File: src/hdl/murmur3_32_hash_assert.svh
// ----------------------------------------------------------------------------
// murmur3_32_hash assertion macros
// Concurrent checks on i_clk, held off while i_rst_n is low.
// ----------------------------------------------------------------------------
`ifndef MURMUR3_32_HASH_ASSERT_SVH
`define MURMUR3_32_HASH_ASSERT_SVH

`ifndef SYNTHESIS
`define M3H_ASSERT_SAME(label, ante, cons) \
    label: assert property (@(posedge i_clk) disable iff (!i_rst_n) (ante) |-> (cons)) \
        else $error("murmur3_32_hash: check failed");
`define M3H_ASSERT_NEXT(label, ante, cons) \
    label: assert property (@(posedge i_clk) disable iff (!i_rst_n) (ante) |=> (cons)) \
        else $error("murmur3_32_hash: check failed");
`else
`define M3H_ASSERT_SAME(label, ante, cons)
`define M3H_ASSERT_NEXT(label, ante, cons)
`endif

`endif

File: src/hdl/m3h_pkg.sv
// ----------------------------------------------------------------------------
// m3h_pkg
// Constants and state codes for the MurmurHash3 x86 32-bit hash block.
// ----------------------------------------------------------------------------
package m3h_pkg;

    localparam logic [31:0] MIX_C1  = 32'hcc9e2d51;
    localparam logic [31:0] MIX_C2  = 32'h1b873593;
    localparam logic [31:0] MIX_ADD = 32'he6546b64;
    localparam logic [31:0] FIN_M1  = 32'h85ebca6b;
    localparam logic [31:0] FIN_M2  = 32'hc2b2ae35;

    localparam logic [2:0]  FULL_COUNT = 3'd4;

    typedef enum logic [6:0] {
        ST_IDLE = 7'b0000001,
        ST_MUL1 = 7'b0000010,
        ST_MUL2 = 7'b0000100,
        ST_MIX  = 7'b0001000,
        ST_FIN1 = 7'b0010000,
        ST_FIN2 = 7'b0100000,
        ST_DONE = 7'b1000000
    } t_state;

    // Keep the valid bytes of a word, 0..4 bytes.
    function automatic logic [31:0] mask_bytes(input logic [31:0] w, input logic [2:0] cnt);
        logic [31:0] m;
        case (cnt)
            3'd0:    m = 32'h00000000;
            3'd1:    m = 32'h000000ff;
            3'd2:    m = 32'h0000ffff;
            3'd3:    m = 32'h00ffffff;
            default: m = 32'hffffffff;
        endcase
        return w & m;
    endfunction

endpackage

File: src/hdl/murmur3_32_hash.sv
// ----------------------------------------------------------------------------
// murmur3_32_hash
// MurmurHash3 x86 32-bit, seed 0, over a message of little-endian words.
//
//   channel  dir  handshake            fields
//   input    in   i_valid / o_stall    i_data_word, i_byte_count, i_last_word
//   result   out  o_valid / i_stall    o_hash_value
//
// A word steps through accept, two multiplies and mix; a last word goes on
// through two avalanche multiplies to the output register, as one 32x32
// multiplier is shared by the block scramble and the final avalanche.
// Synchronous active-low reset clears the hash, length and output valid.
// The result waits in an output register; a stalled result holds the block
// in its last step until the register frees.
// ----------------------------------------------------------------------------
module murmur3_32_hash (
    input  logic        i_clk,
    input  logic        i_rst_n,
    input  logic        i_valid,
    output logic        o_stall,
    input  logic [31:0] i_data_word,
    input  logic [2:0]  i_byte_count,
    input  logic        i_last_word,
    output logic        o_valid,
    input  logic        i_stall,
    output logic [31:0] o_hash_value
);

    m3h_pkg::t_state r_state, n_state;

    logic [31:0] r_hash, n_hash;
    logic [31:0] r_len,  n_len;
    logic [31:0] r_k;
    logic [31:0] r_prod;
    logic [2:0]  r_count;
    logic        r_last;
    logic        r_out_valid, n_out_valid;
    logic [31:0] r_out;

    logic        accept;
    logic        out_free;
    logic [2:0]  cnt_clamp;
    logic [31:0] mul_a, mul_b;
    logic [31:0] mul_p;
    logic [31:0] h_x, h_r, h_m, fin_in, len_sum;

    assign accept    = i_valid && !o_stall;
    assign out_free  = !r_out_valid || !i_stall;
    assign cnt_clamp = (i_byte_count > m3h_pkg::FULL_COUNT) ? m3h_pkg::FULL_COUNT
                                                             : i_byte_count;

    assign h_x     = r_hash ^ r_prod;
    assign h_r     = {h_x[18:0], h_x[31:19]};
    assign h_m     = (h_r << 2) + h_r + m3h_pkg::MIX_ADD;
    assign len_sum = r_len + {29'd0, r_count};
    assign fin_in  = r_hash ^ (r_hash >> 16);

    // shared multiplier
    always_comb begin
        mul_a = r_k;
        mul_b = m3h_pkg::MIX_C1;
        unique case (r_state)
            m3h_pkg::ST_MUL2: begin
                mul_a = {r_prod[16:0], r_prod[31:17]};
                mul_b = m3h_pkg::MIX_C2;
            end
            m3h_pkg::ST_FIN1: begin
                mul_a = fin_in;
                mul_b = m3h_pkg::FIN_M1;
            end
            m3h_pkg::ST_FIN2: begin
                mul_a = r_prod ^ (r_prod >> 13);
                mul_b = m3h_pkg::FIN_M2;
            end
            default: begin
                mul_a = r_k;
                mul_b = m3h_pkg::MIX_C1;
            end
        endcase
    end

    assign mul_p = mul_a * mul_b;

    always_comb begin
        n_state     = r_state;
        n_hash      = r_hash;
        n_len       = r_len;
        n_out_valid = r_out_valid && i_stall;
        unique case (r_state)
            m3h_pkg::ST_IDLE: begin
                if (accept) begin
                    n_state = m3h_pkg::ST_MUL1;
                end
            end
            m3h_pkg::ST_MUL1: n_state = m3h_pkg::ST_MUL2;
            m3h_pkg::ST_MUL2: n_state = m3h_pkg::ST_MIX;
            m3h_pkg::ST_MIX: begin
                if (r_last) begin
                    n_hash  = ((r_count == m3h_pkg::FULL_COUNT) ? h_m : h_x) ^ len_sum;
                    n_len   = '0;
                    n_state = m3h_pkg::ST_FIN1;
                end else begin
                    n_hash  = h_m;
                    n_len   = len_sum;
                    n_state = m3h_pkg::ST_IDLE;
                end
            end
            m3h_pkg::ST_FIN1: n_state = m3h_pkg::ST_FIN2;
            m3h_pkg::ST_FIN2: n_state = m3h_pkg::ST_DONE;
            m3h_pkg::ST_DONE: begin
                if (out_free) begin
                    n_out_valid = 1'b1;
                    n_hash      = '0;
                    n_state     = m3h_pkg::ST_IDLE;
                end
            end
            default: n_state = m3h_pkg::ST_IDLE;
        endcase
    end

    always_ff @(posedge i_clk) begin
        if (!i_rst_n) begin
            r_state     <= m3h_pkg::ST_IDLE;
            r_hash      <= '0;
            r_len       <= '0;
            r_out_valid <= 1'b0;
        end else begin
            r_state     <= n_state;
            r_hash      <= n_hash;
            r_len       <= n_len;
            r_out_valid <= n_out_valid;
        end
    end

    always_ff @(posedge i_clk) begin
        if (accept) begin
            r_k     <= m3h_pkg::mask_bytes(i_data_word, cnt_clamp);
            r_count <= cnt_clamp;
            r_last  <= i_last_word || (cnt_clamp != m3h_pkg::FULL_COUNT);
        end
        // product held while the result waits
        if (r_state != m3h_pkg::ST_DONE) begin
            r_prod <= mul_p;
        end
        if (r_state == m3h_pkg::ST_DONE && out_free) begin
            r_out <= r_prod ^ (r_prod >> 16);
        end
    end

    assign o_stall      = (r_state != m3h_pkg::ST_IDLE);
    assign o_valid      = r_out_valid;
    assign o_hash_value = r_out;

`include "murmur3_32_hash_assert.svh"

    `M3H_ASSERT_NEXT(a_accept_starts, accept, r_state == m3h_pkg::ST_MUL1)
    `M3H_ASSERT_NEXT(a_done_clears, r_state == m3h_pkg::ST_DONE && out_free, o_valid && r_hash == 32'd0 && r_len == 32'd0)
    `M3H_ASSERT_SAME(a_fin_len_zero, r_state == m3h_pkg::ST_FIN1 || r_state == m3h_pkg::ST_FIN2, r_len == 32'd0)
    `M3H_ASSERT_SAME(a_count_range, r_state == m3h_pkg::ST_MIX, r_count <= m3h_pkg::FULL_COUNT)

endmodule

File: config.mk
export PLATFORM = sky130hd
export DESIGN_NAME = murmur3_32_hash
export DESIGN_NICKNAME = d
export VERILOG_FILES = /design/src/hdl/m3h_pkg.sv /design/src/hdl/murmur3_32_hash.sv
export VERILOG_INCLUDE_DIRS = /design/src /design/src/hdl
export SDC_FILE = /design/constraint.sdc
export NUM_CORES = 2
export LEC_CHECK = 0
export CORE_MARGIN = 2
export CORE_UTILIZATION = 45
export CTS_CLUSTER_DIAMETER = 80
export DETAILED_ROUTE_END_ITERATION = 10
export DONT_BUFFER_PORTS = 1
export PLACE_DENSITY = 0.68
export SYNTH_ARGS = -nofsm -noshare
export SYNTH_HDL_FRONTEND = slang
export SYNTH_SLANG_ARGS = --single-unit
File: constraint.sdc
create_clock -name i_clk -period 12.75 [get_ports i_clk]
set_input_delay 0.6375 -clock i_clk [delete_from_list [all_inputs] [get_ports i_clk]]
set_output_delay 0.6375 -clock i_clk [all_outputs]
set_load 0.005 [all_outputs]
==> metrics <==
Final TNS setup=0 ns; crit path DAT=10.39 ns; largest net degree at the start of global routing=65; CP Capture Type=register; slowest CP cell=a21boi_0; Critical Path Fanout Max=43; Worst setup SP type=register; number of flops mapped to enable cells by yosys=100; initial antenna violation count=2; final-report hold violation count=0; CTS root buf=clkbuf_16; DR WL/cell=26.9 um; area of the multi-input gates=18300 um2; Tmin final=~10 ns; Row Count=87; final core utilization=between 40 and 50%; Clk Latency, worst-skew pair=0.50 ns; fmax=0.0985 GHz; IO Port Bufs=0; hold_buf cts=0; CTS Sinks=172; post-synthesis sequential area ratio=around 18%; gpl congestion=1.07; area grow syn2layout=5.46%; max cap viols=0; area leader, netlist=fa_1; Ys Warns=0; Synth Cell Area=25400 um2; Detailed Route Iter0 Violations=between 2000 and 2500; DR pass1 iterations=6; via count=around 20000; Num CTS Buffers=17; Top cell by count, worst path=fa_1; post-synth cell types=81; Final Cycle Share=79.6%; Worst EP required=12.99 ns; Post-DRT Antenna Nets=0; Syn Inst Count=2751; Max H-tree Level=4; critical path class=reg2reg; Top FF cell, synth=edfxtp_1; area share of the largest cell type after synthesis=31.7%; post-cts sizing count=0; CTS tree=yes; global-route wire length before repair=137000 um; hpwl dp=79300 um; RSZ-0062 raised after global routing=no; Worst Hold Class=in2reg; Slew @ Worst Pin=1.24 ns; Core ar.=56100 um2; final WL=a little over 90000 um; share of async-settable or async-resettable flops after synthesis=0%; Slew headroom=17.3%; Pins Over Slew Limit=0; CTS max path bufs=2; final setup fails=0; final clock skew=0.0164 ns; routed vias/inst=5.68; Area contributors post-synth=fa_1 (32%), edfxtp_1 (12%), ha_1 (9.3%); share of cells above drive strength 1=3.82%; Synth Area per Inst=9.22 um2; die footprint=between 50000 and 60000 um2; Initial Utilization=a little under half; GRT Util Overall=33.5%; Congestion Overflow GR=0; DRC viols=0; Final nets=between 3000 and 4000; syn_nets=3381; Filler cells=5310; die height=241 um; outcome=complete, no violations; Max stage delay on crit path=0.64 ns; vias in the first global route=20586; die width=approximately 240 um; Post-CTS Setup Inserts=0; Clk pin slew, worst setup/hold paths=0.07 ns; synthesized flop and latch total=172; FF/Latch Area=between 4000 and 5000 um2; IO Pins=74
-- flip-flops by register name (all words and copies together), names as in the netlist --
signal        count
r_hash           32
o_valid           1
o_hash_value     32
r_len            32
r_last            1
r_prod           32
r_count           3
r_state           7
r_k              32
-- area by class of cell --
type | count | share of cell area (%)
repair buffers | 28 | 0.786
diodes | 1 | 0.00936
well taps | 756 | 3.54
clock inverters | 12 | 0.445
clock buffers | 20 | 1.75
multi-input cells | 1898 | 68.5
inverters | 593 | 8.32
flip-flops and latches | 172 | 16.6
-- layout by cell type (no fill, tap or decap), types with 7 or more instances in the layout --
cell       count
nor2_1       138
o21bai_1      11
fa_1         401
or2_2          9
edfxtp_1     100
xnor2_1      135
nand2b_1      16
clkbuf_16     18
nand2_1      260
a22oi_1       31
ha_1         189
o22ai_1       12
a31oi_1        7
or3_1          9
inv_1        591
and3_1        21
a21o_1        30
o31ai_1        7
a21boi_0      13
nand4_1       12
and2_1        44
a211oi_1       9
nor3_1        21
o211ai_1      10
xor2_1       100
dfxtp_1       72
nand3_1       29
o21ai_0       82
a21oi_1      127
mux2i_1       10
nor2b_1       73
a221oi_1       8
buf_4         28
-- through the flow --
| stage | hold WS, ns | worst slack, ns | cell area [um2] | cells |
|---|---|---|---|---|
| after global placement | 0.501 | 3.08 | 26200 | 3447 |
| final | 0.229 | 2.60 | 26700 | 3480 |
| after detailed placement | 0.510 | 2.91 | 26200 | 3447 |
| after global routing | 0.200 | 2.34 | 26700 | 3480 |
| after floorplan | 0.424 | 4.30 | 25400 | 2751 |
| after CTS | 0.176 | 2.90 | 26700 | 3479 |
-- cells in the mapped netlist (10+ instances only) --
| master | count |
|---|---|
| a21boi_0 | 13 |
| a21o_1 | 30 |
| a21oi_1 | 127 |
| a22oi_1 | 31 |
| and2_1 | 44 |
| and3_1 | 22 |
| clkbuf_1 | 72 |
| dfxtp_1 | 72 |
| edfxtp_1 | 100 |
| fa_1 | 401 |
| ha_1 | 189 |
| inv_1 | 591 |
| mux2i_1 | 10 |
| nand2_1 | 260 |
| nand2b_1 | 16 |
| nand3_1 | 29 |
| nand4_1 | 12 |
| nor2_1 | 139 |
| nor2b_1 | 73 |
| nor3_1 | 21 |
| o211ai_1 | 10 |
| o21ai_0 | 82 |
| o21bai_1 | 11 |
| o22ai_1 | 12 |
| xnor2_1 | 135 |
| xor2_1 | 100 |
-- final timing paths --
kind                endpoint  cells after the start        from  slack, ns
hold reg to reg     r_len[0]                      2    r_len[0]       0.52
setup reg to reg  r_prod[31]                     28  r_state[0]       2.60
hold / removal    r_state[0]                      1     i_rst_n       0.23
setup / recovery  r_prod[31]                     28  r_state[0]       2.60
-- worst max-delay path: cells and delay by family, from the launching register on --
| family | cells | cell delay [ns] |
|---|---|---|
| XOR/XNOR | 9 | 2.35 |
| adder cells (fa/ha/maj) | 8 | 4.10 |
| AND/OR/NAND/NOR | 5 | 1.51 |
| flip-flops | 1 | 0.38 |
| buffers and inverters | 5 | 0.89 |
| AO/OA/AOI/OAI | 1 | 0.64 |
-- metal layers --
metal  part of all wire [%]  GRT usage [%]  up-vias
met5                      0              0        -
li1                       -              -     8544
met4                    7.6           21.1        0
met1                     38           41.8     9785
met2                     45           52.5     1121
met3                    9.6           7.76      328
-- cell families (layout without fill, tap and decap cells) --
kind of cell	after synthesis	count (layout)	share of synthesized area, %
buf+inv	681	653	10.2
simple gates	672	672	12.7
fa+ha+maj	590	590	41.0
compound gates	385	385	9.63
xor+xnor	239	239	8.42
flops	172	172	17.5
mux	12	12	0.484
other cells	0	1	0
Power is not shown: default switching activity piles up to over one toggle a cycle in this logic, so the estimate is an artifact.
